[src/hw/rtl/skrt_pkg.sv]
// ----------------------------------------------------------------------------
// skrt_pkg: shared types and constants for the sorted key record table
// Record layout, command and result types, status codes, controller ops.
// ----------------------------------------------------------------------------
package skrt_pkg;

  localparam int CAPACITY  = 64;
  localparam int IDX_W     = $clog2(CAPACITY);
  localparam int CNT_W     = $clog2(CAPACITY + 1);
  localparam int KEY_W     = 16;
  localparam int SCORE_W   = 10;
  localparam int IN_DATA_W  = 64;   // 58 payload bits padded to bytes
  localparam int OUT_DATA_W = 64;   // 59 payload bits padded to bytes

  typedef enum logic [1:0] {
    MODE_INSERT = 2'd0,
    MODE_SEARCH = 2'd1,
    MODE_MODIFY = 2'd2,
    MODE_DELETE = 2'd3
  } mode_t;

  typedef enum logic [2:0] {
    ST_OK      = 3'd0,
    ST_DUP     = 3'd1,
    ST_MISSING = 3'd2,
    ST_EMPTY   = 3'd3,
    ST_FULL    = 3'd4
  } status_t;

  typedef struct packed {
    logic [KEY_W-1:0]   key;
    logic [SCORE_W-1:0] a;
    logic [SCORE_W-1:0] b;
    logic [SCORE_W-1:0] c;
  } rec_t;

  typedef struct packed {
    mode_t                     mode;
    logic [KEY_W-1:0]          key;
    logic [SCORE_W-1:0]        new_score_a;
    logic [SCORE_W-1:0]        new_score_b;
    logic [SCORE_W-1:0]        new_score_c;
    logic signed [SCORE_W-1:0] delta;
  } item_t;

  typedef struct packed {
    status_t            status;
    rec_t               rec;
    logic [SCORE_W-1:0] prior_score_a;
  } res_t;

  typedef enum logic [3:0] {
    OP_NONE,
    OP_LOAD,
    OP_SCAN,
    OP_UP_INIT,
    OP_UP,
    OP_INSERT,
    OP_MODIFY,
    OP_DN_INIT,
    OP_DN,
    OP_DELETE,
    OP_RESULT
  } dp_op_t;

  typedef struct packed {
    dp_op_t  op;
    status_t st;
    logic    zero;   // result carries status only
  } dp_cmd_t;

  typedef struct packed {
    mode_t mode;
    logic  scan_done;
    logic  hit;
    logic  full;
    logic  empty;
    logic  up_done;
    logic  dn_done;
    logic  out_free;
  } dp_sts_t;

endpackage

[src/hw/rtl/sorted_key_record_table_core.sv]
// ----------------------------------------------------------------------------
// sorted_key_record_table_core: ordered key/score record table
// Each input transaction is one command (insert, search, modify, delete);
// each gives exactly one result transaction.
//
// Channels: s_axis carries commands, m_axis carries results. A transaction
// moves when tvalid and tready are both high at a rising clk edge.
// Commands run one at a time: s_axis_tready is high only while the
// sequencer is idle. A command walks the sorted store from entry 0 to its
// position p (one memory read per cycle), then an insert shifts
// count - p entries up and a delete shifts entries after p down (one
// entry per cycle on the single read and write port). Scan and shift read
// each stored entry at most once, but for entry p on an insert, which
// both read. s_axis_tready returns in the cycle in which m_axis_tvalid
// rises, so a new command is taken only once the last result is loaded.
// The result sits in an output register: m_axis stalls do not hold the
// next command's scan, only the hand-off of its result.
// Reset (rst, synchronous) empties the table; no clearing pass is needed,
// entries above the record count are never read.
// ----------------------------------------------------------------------------
module sorted_key_record_table_core
  import skrt_pkg::*;
(
  input  logic                  clk,
  input  logic                  rst,
  input  logic                  s_axis_tvalid,
  output logic                  s_axis_tready,
  // [1:0] mode, [17:2] key, [27:18] new_score_a, [37:28] new_score_b,
  // [47:38] new_score_c, [57:48] delta, rest zero
  input  logic [IN_DATA_W-1:0]  s_axis_tdata,
  output logic                  m_axis_tvalid,
  input  logic                  m_axis_tready,
  // [2:0] status, [18:3] found_key, [28:19] score_a, [38:29] score_b,
  // [48:39] score_c, [58:49] prior_score_a, rest zero
  output logic [OUT_DATA_W-1:0] m_axis_tdata
);

  dp_cmd_t cmd;
  dp_sts_t sts;
  item_t   in_item;
  res_t    out_item;

  // unpack the command fields
  assign in_item.mode        = mode_t'(s_axis_tdata[1:0]);
  assign in_item.key         = s_axis_tdata[17:2];
  assign in_item.new_score_a = s_axis_tdata[27:18];
  assign in_item.new_score_b = s_axis_tdata[37:28];
  assign in_item.new_score_c = s_axis_tdata[47:38];
  assign in_item.delta       = s_axis_tdata[57:48];

  skrt_ctrl u_ctrl (
    .clk      (clk),
    .rst      (rst),
    .in_valid (s_axis_tvalid),
    .in_ready (s_axis_tready),
    .sts      (sts),
    .cmd      (cmd)
  );

  skrt_dp u_dp (
    .clk       (clk),
    .rst       (rst),
    .cmd       (cmd),
    .in_item   (in_item),
    .sts       (sts),
    .out_ready (m_axis_tready),
    .out_valid (m_axis_tvalid),
    .out_item  (out_item)
  );

  // pack the result, low field first, padded to whole bytes
  assign m_axis_tdata = {5'b0,
                         out_item.prior_score_a,
                         out_item.rec.c,
                         out_item.rec.b,
                         out_item.rec.a,
                         out_item.rec.key,
                         out_item.status};

endmodule

[src/hw/rtl/skrt_ctrl.sv]
// ----------------------------------------------------------------------------
// skrt_ctrl: command sequencer
// Steps one transaction through scan, decision, shift/update and result.
// ----------------------------------------------------------------------------
module skrt_ctrl
  import skrt_pkg::*;
(
  input  logic    clk,
  input  logic    rst,
  input  logic    in_valid,
  output logic    in_ready,
  input  dp_sts_t sts,
  output dp_cmd_t cmd
);

  typedef enum logic [8:0] {
    S_IDLE   = 9'b000000001,
    S_SCAN   = 9'b000000010,
    S_DECIDE = 9'b000000100,
    S_UP     = 9'b000001000,
    S_INS    = 9'b000010000,
    S_MOD    = 9'b000100000,
    S_DN     = 9'b001000000,
    S_DEL    = 9'b010000000,
    S_RES    = 9'b100000000
  } state_t;

  state_t  state, state_next;
  status_t st_r, st_r_next;
  logic    zero_r, zero_r_next;

  assign in_ready = (state == S_IDLE);

  always_comb begin
    state_next  = state;
    st_r_next   = st_r;
    zero_r_next = zero_r;
    cmd.op      = OP_NONE;
    cmd.st      = st_r;
    cmd.zero    = zero_r;
    unique case (state)
      S_IDLE: begin
        if (in_valid) begin
          cmd.op     = OP_LOAD;
          state_next = S_SCAN;
        end
      end
      S_SCAN: begin
        cmd.op = OP_SCAN;
        if (sts.scan_done) state_next = S_DECIDE;
      end
      S_DECIDE: begin
        st_r_next   = ST_OK;
        zero_r_next = 1'b0;
        state_next  = S_RES;
        if (sts.mode == MODE_INSERT) begin
          priority if (sts.hit) begin
            st_r_next = ST_DUP;
          end else if (sts.full) begin
            st_r_next   = ST_FULL;
            zero_r_next = 1'b1;
          end else begin
            cmd.op     = OP_UP_INIT;
            state_next = S_UP;
          end
        end else begin
          priority if (sts.empty) begin
            st_r_next   = ST_EMPTY;
            zero_r_next = 1'b1;
          end else if (!sts.hit) begin
            st_r_next   = ST_MISSING;
            zero_r_next = 1'b1;
          end else if (sts.mode == MODE_MODIFY) begin
            state_next = S_MOD;
          end else if (sts.mode == MODE_DELETE) begin
            cmd.op     = OP_DN_INIT;
            state_next = S_DN;
          end else begin
            state_next = S_RES;   // search hit
          end
        end
      end
      S_UP: begin
        cmd.op = OP_UP;
        if (sts.up_done) state_next = S_INS;
      end
      S_INS: begin
        cmd.op     = OP_INSERT;
        state_next = S_RES;
      end
      S_MOD: begin
        cmd.op     = OP_MODIFY;
        state_next = S_RES;
      end
      S_DN: begin
        cmd.op = OP_DN;
        if (sts.dn_done) state_next = S_DEL;
      end
      S_DEL: begin
        cmd.op     = OP_DELETE;
        state_next = S_RES;
      end
      S_RES: begin
        if (sts.out_free) begin
          cmd.op     = OP_RESULT;
          state_next = S_IDLE;
        end
      end
      default: state_next = S_IDLE;
    endcase
  end

  always_ff @(posedge clk) begin
    if (rst) begin
      state  <= S_IDLE;
      st_r   <= ST_OK;
      zero_r <= 1'b0;
    end else begin
      state  <= state_next;
      st_r   <= st_r_next;
      zero_r <= zero_r_next;
    end
  end

endmodule

[src/hw/rtl/skrt_dp.sv]
// ----------------------------------------------------------------------------
// skrt_dp: record store and datapath
// Sorted record memory, pipelined scan and shift walkers, score update,
// result holding register.
// ----------------------------------------------------------------------------
module skrt_dp
  import skrt_pkg::*;
(
  input  logic    clk,
  input  logic    rst,
  input  dp_cmd_t cmd,
  input  item_t   in_item,
  output dp_sts_t sts,
  input  logic    out_ready,
  output logic    out_valid,
  output res_t    out_item
);

  rec_t mem [CAPACITY];

  item_t              cmd_r;
  logic [CNT_W-1:0]   count;
  logic [CNT_W-1:0]   rp;        // walker read pointer
  logic               pend;      // read issued last cycle
  logic [IDX_W-1:0]   pend_idx;
  logic [CNT_W-1:0]   pos;
  logic               hit;
  rec_t               rec_r;
  logic [SCORE_W-1:0] prior;
  rec_t               rd_data;

  logic               ge, eq, scan_done, up_done, dn_done, out_free;
  logic               rd_en, we;
  logic [IDX_W-1:0]   rd_addr, wa;
  rec_t               wd;
  logic [CNT_W-1:0]   rp_dec;
  logic signed [SCORE_W+1:0] sum;
  logic [SCORE_W-1:0] new_a;

  assign ge        = rd_data.key >= cmd_r.key;
  assign eq        = rd_data.key == cmd_r.key;
  assign scan_done = pend ? ge : (rp == count);
  assign up_done   = !pend && (rp == pos);
  assign dn_done   = !pend && (rp >= count);
  assign out_free  = !out_valid || out_ready;
  assign rp_dec    = rp - CNT_W'(1);

  // saturating add of the signed delta to score a
  assign sum = $signed({2'b00, rec_r.a}) + $signed({{2{cmd_r.delta[SCORE_W-1]}}, cmd_r.delta});
  always_comb begin
    priority if (sum[SCORE_W+1]) new_a = '0;
    else if (sum[SCORE_W])       new_a = '1;
    else                         new_a = sum[SCORE_W-1:0];
  end

  assign sts.mode      = cmd_r.mode;
  assign sts.scan_done = scan_done;
  assign sts.hit       = hit;
  assign sts.full      = (count == CNT_W'(CAPACITY));
  assign sts.empty     = (count == '0);
  assign sts.up_done   = up_done;
  assign sts.dn_done   = dn_done;
  assign sts.out_free  = out_free;

  always_comb begin
    rd_en   = 1'b0;
    rd_addr = rp[IDX_W-1:0];
    unique case (cmd.op)
      OP_SCAN: rd_en = !scan_done && (rp < count);
      OP_UP: begin
        rd_en   = rp > pos;
        rd_addr = rp_dec[IDX_W-1:0];
      end
      OP_DN:   rd_en = rp < count;
      default: rd_en = 1'b0;
    endcase
  end

  always_comb begin
    we = 1'b0;
    wa = pos[IDX_W-1:0];
    wd = rd_data;
    unique case (cmd.op)
      OP_UP: begin
        we = pend;
        wa = pend_idx + IDX_W'(1);
      end
      OP_DN: begin
        we = pend;
        wa = pend_idx - IDX_W'(1);
      end
      OP_INSERT: begin
        we = 1'b1;
        wd = '{key: cmd_r.key, a: cmd_r.new_score_a, b: cmd_r.new_score_b,
               c: cmd_r.new_score_c};
      end
      OP_MODIFY: begin
        we = 1'b1;
        wd = '{key: rec_r.key, a: new_a, b: rec_r.b, c: rec_r.c};
      end
      default: we = 1'b0;
    endcase
  end

  always_ff @(posedge clk) begin
    if (we) mem[wa] <= wd;
    if (rd_en) rd_data <= mem[rd_addr];
  end

  // control state
  always_ff @(posedge clk) begin
    if (rst) begin
      count     <= '0;
      pend      <= 1'b0;
      out_valid <= 1'b0;
    end else begin
      pend <= rd_en;
      if (cmd.op == OP_INSERT) count <= count + CNT_W'(1);
      if (cmd.op == OP_DELETE) count <= count - CNT_W'(1);
      if (cmd.op == OP_RESULT) out_valid <= 1'b1;
      else if (out_ready)      out_valid <= 1'b0;
    end
  end

  // walker and payload
  always_ff @(posedge clk) begin
    if (rd_en) pend_idx <= rd_addr;
    unique case (cmd.op)
      OP_LOAD: begin
        cmd_r <= in_item;
        rp    <= '0;
      end
      OP_SCAN: begin
        if (scan_done) begin
          pos   <= (pend && ge) ? CNT_W'(pend_idx) : count;
          hit   <= pend && eq;
          rec_r <= rd_data;
          prior <= rd_data.a;
        end else if (rd_en) begin
          rp <= rp + CNT_W'(1);
        end
      end
      OP_UP_INIT: rp <= count;
      OP_UP:      if (rd_en) rp <= rp_dec;
      OP_DN_INIT: rp <= pos + CNT_W'(1);
      OP_DN:      if (rd_en) rp <= rp + CNT_W'(1);
      OP_INSERT: begin
        rec_r <= '{key: cmd_r.key, a: cmd_r.new_score_a, b: cmd_r.new_score_b,
                   c: cmd_r.new_score_c};
        prior <= cmd_r.new_score_a;
      end
      OP_MODIFY:  rec_r.a <= new_a;
      OP_RESULT: begin
        out_item.status        <= cmd.st;
        out_item.rec           <= cmd.zero ? '0 : rec_r;
        out_item.prior_score_a <= cmd.zero ? '0 : prior;
      end
      default: ;
    endcase
  end

  a_count_bound: assert property (@(posedge clk) disable iff (rst)
    count <= CNT_W'(CAPACITY))
    else $error("record count above capacity");

  a_insert_grows: assert property (@(posedge clk) disable iff (rst)
    cmd.op == OP_INSERT |=> count == $past(count) + CNT_W'(1))
    else $error("insert did not grow the table by one");

  a_delete_nonempty: assert property (@(posedge clk) disable iff (rst)
    cmd.op == OP_DELETE |-> count != '0)
    else $error("delete on empty table");

  a_result_free: assert property (@(posedge clk) disable iff (rst)
    cmd.op == OP_RESULT |-> out_free)
    else $error("result overwrote a pending result");

endmodule

[config.mk]
export PLATFORM = sky130hd
export DESIGN_NAME = sorted_key_record_table_core
export DESIGN_NICKNAME = d
export VERILOG_FILES = /design/src/hw/rtl/skrt_pkg.sv /design/src/hw/rtl/sorted_key_record_table_core.sv /design/src/hw/rtl/skrt_ctrl.sv /design/src/hw/rtl/skrt_dp.sv
export SDC_FILE = /design/constraint.sdc
export NUM_CORES = 2
export LEC_CHECK = 0
export ABC_CLOCK_PERIOD_IN_PS = 31800
export BUFFER_PORTS_ARGS = -buffer_cell sky130_fd_sc_hd__clkbuf_2
export CAP_MARGIN = 20
export CORE_AREA = 2 2 463 465
export CTS_BUF_LIST = sky130_fd_sc_hd__clkbuf_4
export CTS_CLUSTER_SIZE = 28
export DETAILED_ROUTE_END_ITERATION = 8
export DIE_AREA = 0 0 465 467
export GPL_TIMING_DRIVEN = 0
export PLACE_DENSITY = 0.74
export SLEW_MARGIN = 0
export SYNTH_ARGS = -nofsm -noshare
export SYNTH_HDL_FRONTEND = slang
export SYNTH_HIERARCHICAL = 1
export SYNTH_SLANG_ARGS = --single-unit
[constraint.sdc]
create_clock -name clk -period 31.8 [get_ports clk]
set_input_delay 9.54 -clock clk [delete_from_list [all_inputs] [get_ports clk]]
set_output_delay 9.54 -clock clk [all_outputs]
set_load 0.03 [all_outputs]
[After elaboration in Yosys (flattened, before gate mapping)]
Memory sizes are Yosys's and may differ from the RTL's. A register that Yosys moved wholly into a read port is not among the register bits.
Cells that the tools add are included.
Word-level totals
  flip-flop bits (word level): 216
  memory bits (writable): 2944
  input bits: 68
  word-level logic and storage cells: 156
  memories kept: 1
Memory list
  u_dp.mem: depth 64, bits a word 46, read ports 1, clocked after Yosys merged registers in 1, wr ports 1, RTL line skrt_dp.sv:19  | rec_t mem [CAPACITY];
Operators by class
  add/subtract/negate cells: 8
  magnitude comparators: 4
  eq/ne operators: 33
  muxes and demuxes: 58
  reductions and logical operators: 24
Operators with widths (count)
  two-way mux 9 bit: 12
  case mux 46 bit (2 select lines): 1
  case mux 9 bit (7 select lines): 1
  two-way mux 46 bit: 1
  case mux 7 bit (6 select lines): 1
  case mux 20 bit (2 select lines): 1
  case mux 4 bit (9 select lines): 1
  two-way mux 7 bit: 5
  case mux 16 bit (2 select lines): 1
  two-way mux 10 bit: 3
  case mux 10 bit (3 select lines): 1
  two-way mux 4 bit: 6
  adder 7 x 1 -> 7 bit, second input constant: 3
  case mux 10 bit (2 select lines): 1
  == test 16 bit: 1
  == test 4 x 3 -> 1 bit, second input constant: 4
  >= comparator 16 bit: 1
  two-way mux 3 bit: 5
  == test 7 bit: 2
  subtractor 7 x 1 -> 7 bit, second input constant: 2
  adder 11 x 10 -> 12 bit: 1
  == test 4 bit, second input constant: 3
  two-way mux 6 bit: 2
  inequality test 2 x 1 -> 1 bit, second input constant: 6
  37 further kinds: 62

[Longest topological paths before layout]
  depth in word-level cells: 12
  depth in mapped cells: 23

[Hierarchy]
Netlist, hierarchy kept.
By module, submodules not included
  skrt_dp: times used 1, cells each 6302, area an instance 123860.0 um2, seq. area each 95791.9 um2
  skrt_ctrl: times used 1, cells each 122, area an instance 920.9 um2, seq. area each 260.2 um2
  sorted_key_record_table_core: times used 1, cells each 6, area an instance 41.3 um2, seq. area each 0.0 um2

[Worst setup path before layout]
No wires, ideal clock.
  kind: input -> register
  from: in m_axis_tready
  to: mem u_dp/mem[24][0] in the netlist's numbering (enable)
  library setup time: 0.506 ns
  arrival time: 16.196 ns
  slack: 15.098 ns
  stages: 18
  cells stage by stage: nand2b_1 buf_4 nand3b_1 nand2_1 nor2_1 nor4b_1 clkbuf_1 nor4b_2 ha_1 a21o_1 a21oi_1 o21bai_1 a21o_1 a221o_1 and2_1 clkbuf_1 clkbuf_1 nor3_1
RTL lines
  start, declared: RTL line sorted_key_record_table_core.sv:32  | input logic m_axis_tready,
  end, declared: RTL line skrt_dp.sv:19

==> reports/summary.txt <==
Placement Rows: 169
worst slack at placement: 15140 ps
sequential area share after synthesis: 77.0%
count of flip-flops with a built-in enable after synthesis: 3184
Comb pwr share: 14.6%
CORE AREA: 212000 µm²
run status: complete, but fails checks
area post-placement: 136000 µm²
mean number of vias per cell: 6.83
DIE AREA: 217000 µm²
Overall Global Routing Usage: 38.4%
average wire per cell in the routed design: 37.3 µm
wire length of the first global-routing pass: 565000 µm
Clock H-tree levels: 6
Total Neg Setup Slack: 0 ps
post-CTS sizing: 0
leading post-synthesis cells by instance count: edfxtp_1, nand2_1, mux4_2, nand3_1, a21oi_1
proportion of layout cells with a drive suffix above 1: 32.0%
proportion of register bits with asynchronous set or reset after synthesis: 0%
classification of the worst setup path: primary input to flip-flop
quantity of hold-fixing buffers added after cts: 0
Reg clk slew, reported paths: 70 ps
share of Yosys cell area claimed by the top area cell type: 76.6%
height of the die: 467 µm
Area Growth Syn to Fin: 16.4%
max-cap check violation count: 0
die boundary width: 465 µm
detailed-router iteration count before antenna repair: 9
maximum number of pins on one net before global-route repair: 65
kind of capture point of the worst setup path: flip-flop
most frequent cell after synthesis: edfxtp_1
initial antenna violation count: 41
prevailing post-synth register cell: edfxtp_1
switching portion of total power: 27.7%
post-synthesis share of cell area spent on full adders, half adders and majority gates: 0.579%
synthesized-area fraction occupied by and/or/nand/nor cells: 4.81%
fmax: 63.8 MHz
final WL: 416000 µm
synthesis warning total: 6
number of fill cells in the layout: 13000
post-synthesis compound-gate area fraction: 3.58%
overall power after layout: 9.30 mW
violations in the final reports: design-rule violations, max-slew violations
post-synth design cell area: 125000 µm²
I/O pin count: 134
later-pin clock latency in the skew report: 1480 ps
unrepaired setup endpoints after global routing: false
required time worst endpoint: 32830 ps
Root Buffer: clkbuf_4
max-slew headroom at the worst pin: -13.3%
post-synth top area cell: edfxtp_1
share of cell area taken by muxes after synthesis: 12.2%
via count: 76100
buffer depth of the longest clock path: 4
Starting DRT DRC Count: 14100
Port Buffers: 122
power density relative to cell area: 64.0 nW/µm²
leading cell types by total area after synthesis: edfxtp_1, mux4_2, nand2_1, nand3_1, mux2i_1
Worst Max-Slew Pin Slew: 1700 ps
number of hold-slack violations in the final timing report: 0
setup violation total in the final timing report: 0
ratio of final minimum period to clock period: 49.3%
leakage power figure: 48.6 nW
last weighted congestion value of the routability-driven placer: 0.962
P_sw: 2.57 mW
initial standard-cell utilization of the core: 59.0%
CTS Sinks: 3206
average cell area after synthesis: 19.4 µm²
worst-path maximum fanout: 12
fraction of synthesized cell area in xor and xnor cells: 0.218%
combinational family with the most area after synthesis: multiplexers
number of nets in the final layout: 7872
TritonCTS clock tree: built
total congestion overflow: 0
register share of total power: 50.2%
number of CTS-inserted buffers: 778
post-synthesis cell type count: 89
detailed placement HPWL: 293000 µm
setup slack after layout: 16120 ps
final design area excluding fillers: 145000 µm²
number of remaining DRC errors: 6
max-slew violation count: 5
Max IR drop VDD: 0.0629 mV
launching element type of the critical path: primary input
Routed Antenna Nets: 0
fraction of power consumed by the clock network: 35.2%
clock skew after layout: 140 ps
post-CTS setup buffer count: 0
crit path DAT: 16720 ps
post-layout minimum cycle time: 15680 ps
Min-Delay Path Class: flip-flop to flip-flop
count of state elements after synthesis: 3206
internal cell power: 6.72 mW
post-synthesis instance total: 6430
via count of the first global-routing pass: 73500
logic make-up (layout without fill, tap and decap cells):
group / after synthesis / in the layout
AOI/OAI and AO/OA: 664 / 664
xor gates and xnor gates: 31 / 31
adders and majority gates: 56 / 56
buffers and inverters: 427 / 2286
DFF: 3206 / 3206
muxes: 733 / 733
other: 1 / 37
and+or+nand+nor: 1312 / 1312
final timing paths:
kind                         from                end  slack [ps]  depth (start not counted)
setup reg to reg  u_ctrl/state[7]    u_dp/rd_data[4]       23250                         19
setup / recovery    m_axis_tready    u_dp/rd_data[4]       16120                         22
hold reg to reg    u_ctrl/st_r[2]  u_dp/out_item[58]         440                          0
hold / removal     u_ctrl/st_r[2]  u_dp/out_item[58]         440                          0
state kept, by name, indices dropped and copies added (netlist names), 9 cells and up:
| name | flops |
|---|---|
| u_dp/mem | 2944 |
| u_dp/out_item | 59 |
| u_dp/cmd_r | 56 |
| u_dp/rd_data | 46 |
| u_dp/rec_r | 46 |
| u_dp/prior | 10 |
| u_ctrl/state | 9 |
final cells by class:
cell class / count / area (µm²) / area share (%)
Clock inverter: 226 / 1110 / 0.763
Tap cell: 2821 / 3530 / 2.43
Sequential cell: 3206 / 96100 / 66.1
Timing Repair Buffer: 534 / 6800 / 4.68
Antenna cell: 32 / 80.1 / 0.0551
Inverter: 69 / 263 / 0.181
Multi-Input combinational cell: 2801 / 27400 / 18.9
Buffer: 358 / 1850 / 1.27
Clock buffer: 1099 / 8250 / 5.68
critical path, cell delays in order:
cell	delay [ps]
clkbuf_2	80
nand2b_1	150
buf_4	150
nand3b_1	70
o21ai_0	90
nand3_1	130
nand3_1	110
buf_6	150
or4b_1	620
buf_4	220
clkinv_2	90
buf_4	200
ha_1	200
buf_2	580
buf_2	560
buf_2	850
clkbuf_1	720
mux4_2	380
nand2_1	70
nand3_1	150
nand4_1	390
a211oi_1	1110
routing by layer:
metal,GRT usage [%],part of all wire (%),vias up
li1,-,-,29300
met1,47.4,31,37800
met5,0.264,0.075,-
met2,54.5,43,7348
met4,27.7,8.7,32
met3,16.2,17,1547
cells in the final DEF, fill, tap and decap left out, types with 32 or more instances in the layout:
cell | synthesis | routed
a21o_1 | 32 | 32
a21oi_1 | 176 | 176
a22oi_1 | 123 | 123
a31oi_1 | 82 | 82
and3_1 | 46 | 46
buf_12 | 0 | 98
buf_16 | 0 | 32
buf_2 | 114 | 118
buf_4 | 24 | 42
buf_6 | 35 | 232
buf_8 | 0 | 65
clkbuf_1 | 160 | 152
clkbuf_2 | 0 | 130
clkbuf_4 | 0 | 1100
clkinv_1 | 0 | 173
diode_2 | 0 | 32
edfxtp_1 | 3184 | 3184
ha_1 | 53 | 53
inv_1 | 65 | 65
mux2i_1 | 96 | 96
mux4_2 | 624 | 624
nand2_1 | 682 | 679
nand3_1 | 197 | 179
nand4_1 | 38 | 38
nor2_1 | 134 | 101
nor2_4 | 0 | 33
nor2b_1 | 66 | 66
nor3_2 | 2 | 35
o21ai_0 | 45 | 45
o22ai_1 | 52 | 41
through the flow:
| stage | hold WS, ps | cells | util [%] |
|---|---|---|---|
| after floorplan | 408 | 6434 | - |
| after CTS | 439 | 11100 | 68.6 |
| after global placement | 434 | 9377 | 60.9 |
| after global routing | 439 | 11100 | 68.6 |
| final | 438 | 11100 | 68.7 |
| after detailed placement | 427 | 9779 | 64.1 |
power groups by stage:
stage	Sequential (mW)	Combinational [mW]	Clock, mW
floorplan	4.75	0.674	0
global placement	4.77	1.20	0
detailed placement	4.76	1.27	0
CTS	4.66	1.28	3.29
global route	4.66	1.35	3.50
finish	4.66	1.36	3.27
Power figures use the tool's default switching activity.
